[src/sv/nfsa_pkg.sv]
// Package for the next-fit slot allocator.
// Holds the action and status codes, controller types and command/status structs.
// No dependencies.
package nfsa_pkg;

    // Action codes (input tuser bits 1:0)
    localparam logic [1:0] ACT_ALLOC = 2'd0;
    localparam logic [1:0] ACT_FREE  = 2'd1;
    localparam logic [1:0] ACT_CLEAR = 2'd2;

    // Status codes (output tuser bits 1:0)
    localparam logic [1:0] STAT_OK    = 2'd0;
    localparam logic [1:0] STAT_FULL  = 2'd1;
    localparam logic [1:0] STAT_RANGE = 2'd2;

    // Used bitmap is stored as rows of eight slots
    localparam int ROW_BITS = 8;
    localparam int ROW_SH   = 3;

    typedef enum logic [2:0] {
        S_IDLE,
        S_FREE_RD,
        S_FREE_WR,
        S_SCAN_RD,
        S_SCAN,
        S_RESP
    } t_state;

    // What an accepted transaction needs from the datapath
    typedef enum logic [1:0] {
        JOB_IMM,
        JOB_SCAN,
        JOB_FREE
    } t_job;

    typedef struct packed {
        logic load;
        logic free_rd;
        logic free_wr;
        logic scan_rd;
        logic scan_step;
        logic out_load;
    } t_cmd;

    typedef struct packed {
        t_job job;
        logic hit;
        logic last_row;
        logic out_busy;
    } t_sts;

endpackage

[src/sv/next_fit_slot_allocator.sv]
// Top level of the next-fit slot allocator: controller plus datapath.
// Depends on nfsa_pkg, nfsa_ctrl, nfsa_datapath (and nfsa_ram below it).
//
// Keeps one used bit per slot of a SLOT_COUNT pool and a next-free pointer.
// Each input transaction gives exactly one result transaction. Allocate with
// no held slot scans next-fit from the pointer, wrapping, claims the first
// free slot (created = 1) and moves the pointer past it, or reports full;
// allocate with a held slot hands it back (created = 0). Free clears the
// held slot's bit; an index outside the pool returns the range status.
// Clear resets the pointer only. Used bits live in a RAM of eight-slot
// rows; per-row valid flops make every slot free right after reset, so no
// clearing pass is needed. One transaction is worked at a time, and the
// result sits in an output register so the next transaction is accepted
// while it waits. A free reads the held slot's row, then writes it back. A
// scanning allocate examines one row per cycle through the RAM read port,
// at most ceil(SLOT_COUNT/8) + 1 rows (17 for 128 slots). Input is taken
// again the cycle after the result is loaded, once the output register
// has room.
module next_fit_slot_allocator #(
    parameter int SLOT_COUNT = 128
) (
    input  logic       i_clk,
    input  logic       i_rst_n,
    input  logic       s_axis_tvalid,
    output logic       s_axis_tready,
    input  logic [7:0] s_axis_tdata,   // [7:0] held_slot
    input  logic [2:0] s_axis_tuser,   // [1:0] action, [2] has_held_slot
    output logic       m_axis_tvalid,
    input  logic       m_axis_tready,
    output logic [7:0] m_axis_tdata,   // [6:0] granted_slot, [7] created
    output logic [1:0] m_axis_tuser    // [1:0] status
);
    nfsa_pkg::t_cmd cmd;
    nfsa_pkg::t_sts sts;

    nfsa_ctrl u_ctrl (
        .i_clk      (i_clk),
        .i_rst_n    (i_rst_n),
        .i_in_valid (s_axis_tvalid),
        .o_in_ready (s_axis_tready),
        .i_sts      (sts),
        .o_cmd      (cmd)
    );

    nfsa_datapath #(
        .SLOT_COUNT (SLOT_COUNT)
    ) u_datapath (
        .i_clk        (i_clk),
        .i_rst_n      (i_rst_n),
        .i_cmd        (cmd),
        .o_sts        (sts),
        .i_in_tdata   (s_axis_tdata),
        .i_in_tuser   (s_axis_tuser),
        .i_out_tready (m_axis_tready),
        .o_out_tvalid (m_axis_tvalid),
        .o_out_tdata  (m_axis_tdata),
        .o_out_tuser  (m_axis_tuser)
    );

endmodule

[src/sv/nfsa_ram.sv]
// Generic single-write, single-read RAM with registered read data.
// No dependencies.
module nfsa_ram #(
    parameter int WIDTH = 8,
    parameter int DEPTH = 16,
    localparam int AW = (DEPTH > 1) ? $clog2(DEPTH) : 1
) (
    input  logic             i_clk,
    input  logic             i_we,
    input  logic [AW-1:0]    i_waddr,
    input  logic [WIDTH-1:0] i_wdata,
    input  logic             i_re,
    input  logic [AW-1:0]    i_raddr,
    output logic [WIDTH-1:0] o_rdata
);
    logic [WIDTH-1:0] r_mem [DEPTH];
    logic [WIDTH-1:0] r_rdata;

    always_ff @(posedge i_clk) begin
        if (i_we) begin
            r_mem[i_waddr] <= i_wdata;
        end
        if (i_re) begin
            r_rdata <= r_mem[i_raddr];
        end
    end

    assign o_rdata = r_rdata;

endmodule

[src/sv/nfsa_ctrl.sv]
// Controller state machine of the next-fit slot allocator.
// Depends on nfsa_pkg (state enum, command and status structs).
module nfsa_ctrl (
    input  logic           i_clk,
    input  logic           i_rst_n,
    input  logic           i_in_valid,
    output logic           o_in_ready,
    input  nfsa_pkg::t_sts i_sts,
    output nfsa_pkg::t_cmd o_cmd
);
    nfsa_pkg::t_state r_state;
    nfsa_pkg::t_state n_state;

    always_ff @(posedge i_clk) begin
        if (!i_rst_n) begin
            r_state <= nfsa_pkg::S_IDLE;
        end else begin
            r_state <= n_state;
        end
    end

    always_comb begin
        n_state = r_state;
        case (r_state)
            nfsa_pkg::S_IDLE: begin
                if (i_in_valid) begin
                    case (i_sts.job)
                        nfsa_pkg::JOB_SCAN: n_state = nfsa_pkg::S_SCAN_RD;
                        nfsa_pkg::JOB_FREE: n_state = nfsa_pkg::S_FREE_RD;
                        default:            n_state = nfsa_pkg::S_RESP;
                    endcase
                end
            end
            nfsa_pkg::S_FREE_RD: n_state = nfsa_pkg::S_FREE_WR;
            nfsa_pkg::S_FREE_WR: n_state = nfsa_pkg::S_RESP;
            nfsa_pkg::S_SCAN_RD: n_state = nfsa_pkg::S_SCAN;
            nfsa_pkg::S_SCAN: begin
                if (i_sts.hit || i_sts.last_row) begin
                    n_state = nfsa_pkg::S_RESP;
                end
            end
            nfsa_pkg::S_RESP: begin
                if (!i_sts.out_busy) begin
                    n_state = nfsa_pkg::S_IDLE;
                end
            end
            default: n_state = nfsa_pkg::S_IDLE;
        endcase
    end

    always_comb begin
        o_cmd      = '0;
        o_in_ready = 1'b0;
        case (r_state)
            nfsa_pkg::S_IDLE: begin
                o_in_ready = 1'b1;
                o_cmd.load = i_in_valid;
            end
            nfsa_pkg::S_FREE_RD: o_cmd.free_rd   = 1'b1;
            nfsa_pkg::S_FREE_WR: o_cmd.free_wr   = 1'b1;
            nfsa_pkg::S_SCAN_RD: o_cmd.scan_rd   = 1'b1;
            nfsa_pkg::S_SCAN:    o_cmd.scan_step = 1'b1;
            nfsa_pkg::S_RESP:    o_cmd.out_load  = !i_sts.out_busy;
            default: o_cmd = '0;
        endcase
    end

endmodule

[src/sv/nfsa_datapath.sv]
// Datapath of the next-fit slot allocator: used-bit rows, search pointer,
// row scan and result registers. Depends on nfsa_pkg and nfsa_ram.
module nfsa_datapath #(
    parameter int SLOT_COUNT = 128
) (
    input  logic           i_clk,
    input  logic           i_rst_n,
    input  nfsa_pkg::t_cmd i_cmd,
    output nfsa_pkg::t_sts o_sts,
    input  logic [7:0]     i_in_tdata,    // [7:0] held_slot
    input  logic [2:0]     i_in_tuser,    // [1:0] action, [2] has_held_slot
    input  logic           i_out_tready,
    output logic           o_out_tvalid,
    output logic [7:0]     o_out_tdata,   // [6:0] granted_slot, [7] created
    output logic [1:0]     o_out_tuser    // [1:0] status
);
    localparam int RB    = nfsa_pkg::ROW_BITS;
    localparam int SH    = nfsa_pkg::ROW_SH;
    localparam int ROWS  = (SLOT_COUNT + RB - 1) / RB;
    localparam int ROW_W = (ROWS > 1) ? $clog2(ROWS) : 1;
    localparam int EXT_W = ROW_W + SH;
    localparam int PTR_W = $clog2(SLOT_COUNT);
    localparam int CNT_W = $clog2(ROWS + 1);
    localparam int CMP_W = (EXT_W + 1 > 9) ? EXT_W + 1 : 9;

    // control state
    logic [PTR_W-1:0] r_ptr;
    logic [ROWS-1:0]  r_row_valid;
    logic             r_out_valid;
    // working and payload registers
    logic [7:0]       r_slot;
    logic [ROW_W-1:0] r_scan_row;
    logic [CNT_W-1:0] r_chk;
    logic [1:0]       r_res_status;
    logic [6:0]       r_res_granted;
    logic             r_res_created;
    logic [1:0]       r_out_status;
    logic [6:0]       r_out_granted;
    logic             r_out_created;

    // input decode
    logic [1:0] in_action;
    logic       in_has;
    logic       in_slot_ok;
    nfsa_pkg::t_job in_job;

    assign in_action  = i_in_tuser[1:0];
    assign in_has     = i_in_tuser[2];
    assign in_slot_ok = CMP_W'(i_in_tdata) < CMP_W'(SLOT_COUNT);

    always_comb begin
        case (in_action)
            nfsa_pkg::ACT_ALLOC: in_job = in_has ? nfsa_pkg::JOB_IMM : nfsa_pkg::JOB_SCAN;
            nfsa_pkg::ACT_FREE:  in_job = (in_has && in_slot_ok) ? nfsa_pkg::JOB_FREE
                                                                  : nfsa_pkg::JOB_IMM;
            default:             in_job = nfsa_pkg::JOB_IMM;
        endcase
    end

    // address split of pointer and held slot
    logic [EXT_W-1:0] ptr_ext;
    logic [EXT_W-1:0] slot_ext;
    logic [ROW_W-1:0] start_row;
    logic [SH-1:0]    start_bit;
    logic [ROW_W-1:0] slot_row;
    logic [SH-1:0]    slot_bit;
    logic [ROW_W-1:0] next_row;

    assign ptr_ext   = EXT_W'(r_ptr);
    assign slot_ext  = EXT_W'(r_slot);
    assign start_row = ptr_ext[EXT_W-1:SH];
    assign start_bit = ptr_ext[SH-1:0];
    assign slot_row  = slot_ext[EXT_W-1:SH];
    assign slot_bit  = slot_ext[SH-1:0];
    assign next_row  = (r_scan_row == ROW_W'(ROWS - 1)) ? '0 : r_scan_row + 1'b1;

    // row under test; a never-written row reads as all free
    logic [RB-1:0] ram_q;
    logic [RB-1:0] row_eff;
    assign row_eff = r_row_valid[r_scan_row] ? ram_q : '0;

    logic first_chk;
    logic last_chk;
    assign first_chk = (r_chk == '0);
    assign last_chk  = (r_chk == CNT_W'(ROWS));

    // first check takes slots at or after the pointer, the final one
    // revisits the start row below the pointer
    logic [RB-1:0] mask;
    logic [RB-1:0] free_vec;
    logic          hit;
    logic [SH-1:0] hit_bit;

    always_comb begin
        for (int b = 0; b < RB; b++) begin
            logic in_pool;
            logic at_or_after;
            in_pool     = CMP_W'({r_scan_row, SH'(b)}) < CMP_W'(SLOT_COUNT);
            at_or_after = (SH'(b) >= start_bit);
            mask[b]     = in_pool && (first_chk ? at_or_after
                                                : (last_chk ? !at_or_after : 1'b1));
        end
    end

    assign free_vec = ~row_eff & mask;
    assign hit      = |free_vec;

    always_comb begin
        hit_bit = '0;
        for (int b = RB - 1; b >= 0; b--) begin
            if (free_vec[b]) begin
                hit_bit = SH'(b);
            end
        end
    end

    logic [EXT_W-1:0] hit_idx;
    logic [EXT_W:0]   idx_p1;
    logic [PTR_W-1:0] ptr_next;
    assign hit_idx  = {r_scan_row, hit_bit};
    assign idx_p1   = (EXT_W + 1)'(hit_idx) + 1'b1;
    assign ptr_next = (idx_p1 == (EXT_W + 1)'(SLOT_COUNT)) ? '0 : PTR_W'(idx_p1);

    // memory port control
    logic             scan_adv;
    logic             claim;
    logic             ram_re;
    logic [ROW_W-1:0] ram_raddr;
    logic             ram_we;
    logic [RB-1:0]    ram_wdata;

    assign scan_adv  = i_cmd.scan_step && !hit && !last_chk;
    assign claim     = i_cmd.scan_step && hit;
    assign ram_re    = i_cmd.free_rd || i_cmd.scan_rd || scan_adv;
    assign ram_raddr = i_cmd.free_rd ? slot_row : (i_cmd.scan_rd ? start_row : next_row);
    assign ram_we    = i_cmd.free_wr || claim;
    assign ram_wdata = i_cmd.free_wr ? (row_eff & ~(RB'(1) << slot_bit))
                                     : (row_eff | (RB'(1) << hit_bit));

    nfsa_ram #(
        .WIDTH (RB),
        .DEPTH (ROWS)
    ) u_used_ram (
        .i_clk   (i_clk),
        .i_we    (ram_we),
        .i_waddr (r_scan_row),
        .i_wdata (ram_wdata),
        .i_re    (ram_re),
        .i_raddr (ram_raddr),
        .o_rdata (ram_q)
    );

    always_ff @(posedge i_clk) begin
        if (!i_rst_n) begin
            r_ptr       <= '0;
            r_row_valid <= '0;
            r_out_valid <= 1'b0;
        end else begin
            if (i_cmd.load && in_action == nfsa_pkg::ACT_CLEAR) begin
                r_ptr <= '0;
            end else if (claim) begin
                r_ptr <= ptr_next;
            end
            if (ram_we) begin
                r_row_valid[r_scan_row] <= 1'b1;
            end
            if (i_cmd.out_load) begin
                r_out_valid <= 1'b1;
            end else if (i_out_tready) begin
                r_out_valid <= 1'b0;
            end
        end
    end

    always_ff @(posedge i_clk) begin
        if (i_cmd.load) begin
            r_slot        <= i_in_tdata;
            r_res_created <= 1'b0;
            r_res_status  <= (in_has && !in_slot_ok &&
                              (in_action inside {nfsa_pkg::ACT_ALLOC, nfsa_pkg::ACT_FREE}))
                             ? nfsa_pkg::STAT_RANGE : nfsa_pkg::STAT_OK;
            r_res_granted <= (in_action == nfsa_pkg::ACT_ALLOC && in_has && in_slot_ok)
                             ? 7'(i_in_tdata) : '0;
        end
        if (i_cmd.free_rd) begin
            r_scan_row <= slot_row;
        end else if (i_cmd.scan_rd) begin
            r_scan_row <= start_row;
            r_chk      <= '0;
        end else if (scan_adv) begin
            r_scan_row <= next_row;
            r_chk      <= r_chk + 1'b1;
        end
        if (claim) begin
            r_res_granted <= 7'(hit_idx);
            r_res_created <= 1'b1;
        end else if (i_cmd.scan_step && last_chk) begin
            r_res_status <= nfsa_pkg::STAT_FULL;
        end
        if (i_cmd.out_load) begin
            r_out_status  <= r_res_status;
            r_out_granted <= r_res_granted;
            r_out_created <= r_res_created;
        end
    end

    assign o_sts.job      = in_job;
    assign o_sts.hit      = hit;
    assign o_sts.last_row = last_chk;
    assign o_sts.out_busy = r_out_valid && !i_out_tready;

    assign o_out_tvalid = r_out_valid;
    assign o_out_tdata  = {r_out_created, r_out_granted};
    assign o_out_tuser  = r_out_status;

endmodule

[config.mk]
export PLATFORM = sky130hd
export DESIGN_NAME = next_fit_slot_allocator
export DESIGN_NICKNAME = d
export VERILOG_FILES = /design/src/sv/nfsa_pkg.sv /design/src/sv/next_fit_slot_allocator.sv /design/src/sv/nfsa_ram.sv /design/src/sv/nfsa_ctrl.sv /design/src/sv/nfsa_datapath.sv
export SDC_FILE = /design/constraint.sdc
export NUM_CORES = 1
export LEC_CHECK = 0
export BUFFER_PORTS_ARGS = -buffer_cell sky130_fd_sc_hd__buf_2
export CAP_MARGIN = 20
export CORE_MARGIN = 4
export CORE_UTILIZATION = 25
export CTS_BUF_LIST = sky130_fd_sc_hd__clkbuf_2
export DETAILED_ROUTE_END_ITERATION = 8
export PLACE_DENSITY_LB_ADDON = 0.2
export SLEW_MARGIN = 10
export SYNTH_ARGS = -nofsm -noshare
export SYNTH_HDL_FRONTEND = slang
export SYNTH_HIERARCHICAL = 1
export SYNTH_SLANG_ARGS = --single-unit
export TNS_END_PERCENT = 20
[constraint.sdc]
create_clock -name i_clk -period 3.5 [get_ports i_clk]
set_input_delay 0.7 -clock i_clk [delete_from_list [all_inputs] [get_ports i_clk]]
set_output_delay 0.7 -clock i_clk [all_outputs]
set_load 0.1 [all_outputs]
==> results.txt, run 1 <==
----------------------------------------------------
[Outcome]
  Outcome ... completed

[Logic synthesis]
  Area share of the largest cell type after synthesis ... 0.564
  Post-synthesis register bit count ... 199
  Number of warnings printed during yosys synthesis ... 6
  Synth Net Count ... 647
  Unique cell type count in the Yosys netlist ... 82
  Synthesized cell area ... 9000 um^2
  Main area contributors after synthesis ... edfxtp_1 56%, dfxtp_1 6.7%, mux4_2 4.5%
  Share of synthesized flip-flops with an asynchronous set or reset ... 0
  Largest area contributor in the netlist ... edfxtp_1
  Dominant register cell in the synthesized netlist ... edfxtp_1
  Post-synth EDFFs ... 169
  Cell types with the highest counts after synthesis ... 169 x edfxtp_1, 45 x nor2_1, 30 x dfxtp_1
  Mean cell area of the mapped netlist ... 14.4 um^2
  Top-count cell post-synth ... edfxtp_1
  Instance count of the mapped netlist ... 623
  Share of the yosys chip area belonging to registers ... 0.631

[CTS]
  Clock Root Buffer ... clkbuf_2
  Post-CTS setup repair buffer count ... 0
  TritonCTS clock tree ... done
  Worst-case clock buffer depth ... 2
  Number of H-tree levels ... 4
  Clock transition time at the flip-flop clock pins of the worst setup and hold paths ... 0.27 ns
  Clock Sink Count ... 199
  Source-to-sink clock delay at the later pin of the worst-skew pair ... 0.80 ns
  Inserted Clock Buffers ... 17

[STA]
  Final clock period utilization by the worst path ... 0.958
  Unrepaired setup endpoints after global routing ... yes
  Number of slew-limit violations in the final report ... 0
  Final Skew ... 0.0550 ns
  Min Tclk post-route ... 3.35 ns
  Total negative setup slack ... 0 ns
  Final hold viol count ... 0
  Slew @ Worst Pin ... 1.01 ns
  Rel. slew slack ... 0.327
  Highest achievable clock rate ... 298 MHz
  Final setup violation count ... 0

[Placed design]
  Half-perimeter wire length after placement ... 15400 um
  Post-Place Cell Area ... 9880 um^2
  Weighted congestion reported at the end of routability-driven placement ... 0.876
  Port Buffer Count ... 26

[Worst setup path]
  Crit Reg-Reg Startpoint ... u_datapath/r_scan_row[3]$_DFFE_PP_
  Total number of cells along the worst setup path ... 10
  Startpoint type of the worst setup path ... flip-flop
  FF-to-FF End ... u_datapath/u_used_ram/r_mem[9][5]$_DFFE_PP_
  Most common cell type on the critical path ... buf_4
  Endpoint of the most critical setup path ... u_datapath/u_used_ram/r_mem[9][5]$_DFFE_PP_
  Max stage delay on crit path ... 0.73 ns
  Sort of element at the end of the critical path ... flip-flop
  Worst-path maximum fanout ... 16
  Slowest-stage cell, CP ... edfxtp_1
  Internal reg-to-reg setup slack ... 0.15 ns
  Worst setup path start ... u_datapath/r_scan_row[3]$_DFFE_PP_
  Critical-path cell list ... inv_2 > o32a_1 > nand3_1 > a31oi_1 > o311ai_4 > buf_4 > a41oi_4 > or4b_1 > a22oi_2 > buf_4
  Worst path bufs/invs ... 3
  Arrival time reported for the critical path endpoint ... 3.98 ns
  Category of the most critical setup path ... reg -> reg
  Gate family responsible for the most delay along the worst path ... compound AO/OA/AOI/OAI gates
  CP Data Required Time ... 4.13 ns
  Worst Reg2Reg Path Length in Cells ... 10

[Floorplan]
  Initial standard-cell utilization of the core ... 0.253
  Number of placement rows ... 69
  Num ports ... 27
  Die extent in x ... 198 um
  Total Die Area ... 39100 um^2
  Std-Cell Core Area ... 35600 um^2
  Height of the die ... 198 um

[Detailed routing]
  Final antenna-violating net count ... 0
  Average detailed-routed wire length per instance ... 19.2 um
  Post-DR vias/cell ... 4.76
  Pre-Repair DR Iteration Count ... 5
  Total wire length after detailed routing ... 22200 um
  Initial detailed-routing violation count ... 446
  Via Count ... 5510
  Remaining design rule violation count ... 0

[Pwr]
  Total power consumption of the routed design ... 5.61 mW
  Power per cell area ... 551 nW/um^2
  Maximum vdd drop ... 0.000245 V
  Leakage Power ... 3.37 nW

[Global route]
  Largest net degree at the start of global routing ... 34
  Remaining global-route overflow ... 0
  Number of global-route vias before repair ... 5512
  Total routing usage reported by global routing ... 0.114
  Wire length of the first global-routing pass ... 33500 um
  Initial antenna violation count ... 1

[Layout]
  Final design utilization ... 0.286
  Final instance area ... 10200 um^2
  Area Growth Syn to Fin ... 13.0%
  Fraction of final layout cells with drive strength greater than 1 ... 0.222
  Nets ... 706

[Run]
  Max Cap Viol ... 0

[Hold path]
  Class of the tightest hold or removal check ... in -> reg

----------------------------------------------------
[worst min-delay path by stage]
| stage | startpoint | endpoint | slack, ns | depth (start not counted) |
|---|---|---|---|---|
| floorplan | u_datapath/r_res_granted[0]$_DFFE_PP_ | u_datapath/r_out_granted[0]$_DFFE_PP_ | 0.40 | 0 |
| global placement | u_datapath/r_res_granted[5]$_DFFE_PP_ | u_datapath/r_out_granted[5]$_DFFE_PP_ | 0.40 | 0 |
| detailed placement | u_datapath/r_res_granted[4]$_DFFE_PP_ | u_datapath/r_out_granted[4]$_DFFE_PP_ | 0.40 | 0 |
| CTS | s_axis_tdata[5] | u_datapath/r_slot[5]$_DFFE_PP_ | 0.02 | 1 |
| global route | s_axis_tdata[1] | u_datapath/r_slot[1]$_DFFE_PP_ | 0.01 | 1 |
| finish | s_axis_tdata[1] | u_datapath/r_slot[1]$_DFFE_PP_ | 0.13 | 1 |
[layout make-up]
type / count / area [um^2]
clock inverter: 13 / 139
clock buffer: 19 / 95.1
sequential: 199 / 5680
inverter: 16 / 60.1
fill: 3629 / 25400
multi-input combinational: 371 / 3080
timing repair buffer: 77 / 548
antenna: 1 / 2.50
tap: 461 / 577
[cells in the final DEF, fill, tap and decap left out, types with 5 or more instances in the layout]
cell type and instances:
edfxtp_1 169, buf_4 45, nor2_1 41, dfxtp_1 30, nand2_1 29, buf_2 26, nor2b_1 23, a31oi_1 22
a22oi_1 21, clkbuf_2 19, o21ai_0 19, nand3_1 18, mux4_2 18, inv_1 14, a21oi_1 14, mux4_1 14
nand2b_1 10, nor3_1 10, ha_1 9, mux2i_1 9, xnor2_1 7, nand3b_1 5, o21a_1 5
[power by group]
part / internal [mW] / switching [mW] / leakage (nW)
sequential: 2.81 / 0.134 / 1.78
clock: 0.292 / 0.830 / 0.148
combinational: 0.593 / 0.953 / 1.44
total: 3.69 / 1.92 / 3.37
[sequential cells by signal, indices dropped and copies added, names as in the netlist, 2 cells and up]
signal and flops:
u_ctrl/r_state 3, u_datapath/o_out_tuser 2, u_datapath/ptr_ext 7, u_datapath/r_chk 5
u_datapath/r_out_granted 7, u_datapath/r_res_granted 7, u_datapath/r_res_status 2, u_datapath/r_row_valid 16
u_datapath/r_scan_row 4, u_datapath/r_slot 7, u_datapath/u_used_ram/o_rdata 8, u_datapath/u_used_ram/r_mem 128
[through the flow]
step / hold WS, ns / worst slack [ns] / cells
3_5_place_dp: 0.405 / 0.157 / 1120
6_report: 0.128 / 0.148 / 1157
3_3_place_gp: 0.403 / 0.197 / 1120
5_1_grt: 0.00975 / -0.0621 / 1157
4_1_cts: 0.0165 / 0.0862 / 1152
2_1_floorplan: 0.400 / -0.0802 / 623
[routing by layer]
metal / wire, um / vias up / part of all wire / GRT usage
met2: 10600 / 76 / 0.48 / 0.183
met5: 0 / - / 0 / 0
met4: 329 / 0 / 0.015 / 0.0273
met1: 10700 / 2849 / 0.48 / 0.157
li1: - / 2569 / - / -
met3: 585 / 16 / 0.026 / 0.0247
[cells by family after synthesis]
family / share of synthesized area
multiplexers: 0.0992
adder cells (fa/ha/maj): 0.0125
buffers and inverters: 0.0329
XOR/XNOR: 0.00973
AO/OA/AOI/OAI: 0.111
flip-flops: 0.631
AND/OR/NAND/NOR: 0.104
[repair_timing]
item / in CTS / in global routing
setup endpoints to repair: 0 / 66
resized for setup: 0 / 6
hold buffers: 0 / 4
endpoints found under the hold margin: 0 / 4
(Power assumes the default switching activity.)
==> inputs of run 2 (changes only) <==
clock period = 3.8 ns   (was 3.5 ns; I/O delays follow)
==> results.txt, run 2 (synthesized netlist as in run 1, its figures left out) <==
----------------------------------------------------
[Detailed routing]
  Pre-Repair DR Iteration Count ... 5
  Average detailed-routed wire length per instance ... 19.9 um
  Total wire length after detailed routing ... 22700 um
  Post-DR vias/cell ... 4.78
  Remaining design rule violation count ... 0
  Initial detailed-routing violation count ... 347
  Via Count ... 5459
  Final antenna-violating net count ... 0

[Global route]
  Initial antenna violation count ... 1
  Remaining global-route overflow ... 0
  Total routing usage reported by global routing ... 0.120
  Largest net degree at the start of global routing ... 34
  Number of global-route vias before repair ... 5663
  Wire length of the first global-routing pass ... 35100 um

[Layout]
  Number of filler cells placed in the layout ... 3644
  Leading cell type in the layout, fill and taps excluded ... edfxtp_1
  Post-route insts no fill ... 1143
  Most frequent cells in the layout ... 169 x edfxtp_1, 45 x nor2_1, 34 x buf_4, 30 x dfxtp_1, 29 x nand2_1
  Number of flip-flops under the largest register name ... 128
  Area of the multi-input gates ... 3060 um^2
  Fraction of final layout cells with drive strength greater than 1 ... 0.201
  Top register by number of flip-flops ... u_datapath/u_used_ram/r_mem
  Nets ... 691
  Final instance area ... 10100 um^2
  Sequential standard cell area ... 5680 um^2
  Area Growth Syn to Fin ... 11.8%

[STA]
  Unrepaired setup endpoints after global routing ... no
  Final setup violation count ... 0
  Final hold viol count ... 0
  Min Tclk post-route ... 3.48 ns
  Final worst-path setup slack ... 0.317 ns
  Slew @ Worst Pin ... 1.01 ns
  Final clock period utilization by the worst path ... 0.917
  Rel. slew slack ... 0.322
  Final Skew ... 0.0591 ns
  Number of slew-limit violations in the final report ... 0
  Worst hold slack after final layout ... 0.147 ns
  Highest achievable clock rate ... 287 MHz
  Total negative setup slack ... 0 ns

[Worst setup path]
  Arrival time reported for the critical path endpoint ... 4.12 ns
  Internal reg-to-reg setup slack ... 0.32 ns
  Worst Reg2Reg Path Length in Cells ... 9
  Worst-path maximum fanout ... 16
  Sort of element at the end of the critical path ... flip-flop
  Category of the most critical setup path ... reg -> reg
  Startpoint type of the worst setup path ... flip-flop
  Crit Reg-Reg Startpoint ... u_datapath/r_scan_row[3]$_DFFE_PP_
  FF-to-FF End ... u_datapath/u_used_ram/r_mem[7][5]$_DFFE_PP_
  CP Data Required Time ... 4.44 ns

[Floorplan]
  Die extent in x ... 198 um
  Total Die Area ... 39100 um^2
  Num ports ... 27
  Std-Cell Core Area ... 35600 um^2
  Number of placement rows ... 69
  Height of the die ... 198 um
  Initial standard-cell utilization of the core ... 0.253

[Pwr]
  Maximum vdd drop ... 0.000292 V
  Logic gate share of total power ... 0.265
  Clock network fraction of total power ... 0.212
  Reported net switching power ... 1.80 mW
  Sequential cell fraction of total power ... 0.522
  Power per cell area ... 518 nW/um^2
  Share of total power consumed by net switching ... 0.346
  Leakage Power ... 3.31 nW
  Cell internal pwr ... 3.41 mW

[Hold path]
  Worst Hold Path EP ... u_datapath/r_slot[5]$_DFFE_PP_
  Instance count along the most critical hold path ... 1
  Class of the tightest hold or removal check ... in -> reg
  Origin of the worst min-delay path ... s_axis_tdata[5]

[Placed design]
  Pre-CTS worst setup slack ... 0.387 ns
  Cell total after placement ... 1109
  Weighted congestion reported at the end of routability-driven placement ... 0.885
  Post-Place Cell Area ... 9790 um^2
  Half-perimeter wire length after placement ... 15900 um
  Port Buffer Count ... 26

[CTS]
  Number of gates resized after CTS ... 0
  Post-CTS setup repair buffer count ... 0
  Clock Root Buffer ... clkbuf_2
  Clock Sink Count ... 199
  Inserted Clock Buffers ... 17
  Worst-case clock buffer depth ... 2
  Post-CTS Hold Fix Bufs ... 0
  TritonCTS clock tree ... done
  Source-to-sink clock delay at the later pin of the worst-skew pair ... 0.80 ns
  Clock transition time at the flip-flop clock pins of the worst setup and hold paths ... 0.30 ns
  Number of H-tree levels ... 4

[Outcome]
  Outcome ... completed

[Run]
  Max Cap Viol ... 0

----------------------------------------------------
==> run 2: power by group through the flow <==
stage / Sequential, mW / Combinational [mW] / Clock (mW)
after floorplan: 2.74 / 0.971 / 0
after global placement: 2.76 / 1.39 / 0
after detailed placement: 2.77 / 1.40 / 0
after CTS: 2.72 / 1.41 / 1.17
after global routing: 2.75 / 1.51 / 1.26
final: 2.72 / 1.38 / 1.11
==> run 2: through the flow <==
stage	power (mW)	util
2_1_floorplan	3.71	-
3_3_place_gp	4.15	0.275
3_5_place_dp	4.17	0.275
4_1_cts	5.30	0.283
5_1_grt	5.51	0.283
6_report	5.21	0.283
==> run 2: per-layer routing <==
metal  up-vias  part of all wire  GRT usage  wire length (um)
li1       2544                 -          -                 -
met1      2814              0.48      0.162             10800
met2        87              0.48      0.196             11000
met3        14             0.026     0.0250               602
met4         0             0.014     0.0321               321
met5         -                 0          0                 0
==> run 2: worst max-delay path by stage <==
stage / from / endpoint
2_1_floorplan: u_datapath/r_scan_row[1]$_DFFE_PP_ / u_datapath/u_used_ram/r_mem[0][0]$_DFFE_PP_
3_3_place_gp: u_datapath/r_scan_row[3]$_DFFE_PP_ / u_datapath/u_used_ram/r_mem[10][5]$_DFFE_PP_
3_5_place_dp: u_datapath/r_scan_row[3]$_DFFE_PP_ / u_datapath/u_used_ram/o_rdata[2]$_DFFE_PP_
4_1_cts: u_datapath/r_scan_row[3]$_DFFE_PP_ / u_datapath/u_used_ram/r_mem[2][5]$_DFFE_PP_
5_1_grt: u_datapath/r_scan_row[3]$_DFFE_PP_ / u_datapath/u_used_ram/r_mem[12][3]$_DFFE_PP_
6_report: u_datapath/r_scan_row[3]$_DFFE_PP_ / u_datapath/u_used_ram/r_mem[7][5]$_DFFE_PP_
==> run 2: critical path: stages (launching register included) <==
cell and delay (ns):
edfxtp_1 0.73, inv_2 0.21, o32a_1 0.42, a21oi_2 0.30, o21ai_0 0.18, a221oi_1 0.46, a41oi_4 0.12, or4b_1 0.53
a22oi_2 0.14, buf_4 0.23
==> run 2: final cells by class <==
class | count | share of cell area
inverter | 16 | 0.00597
tap | 461 | 0.0573
clock buffer | 18 | 0.00895
sequential | 199 | 0.564
timing repair buffer | 62 | 0.0423
clock inverter | 14 | 0.0173
multi-input combinational | 371 | 0.304
antenna | 2 | 0.000497
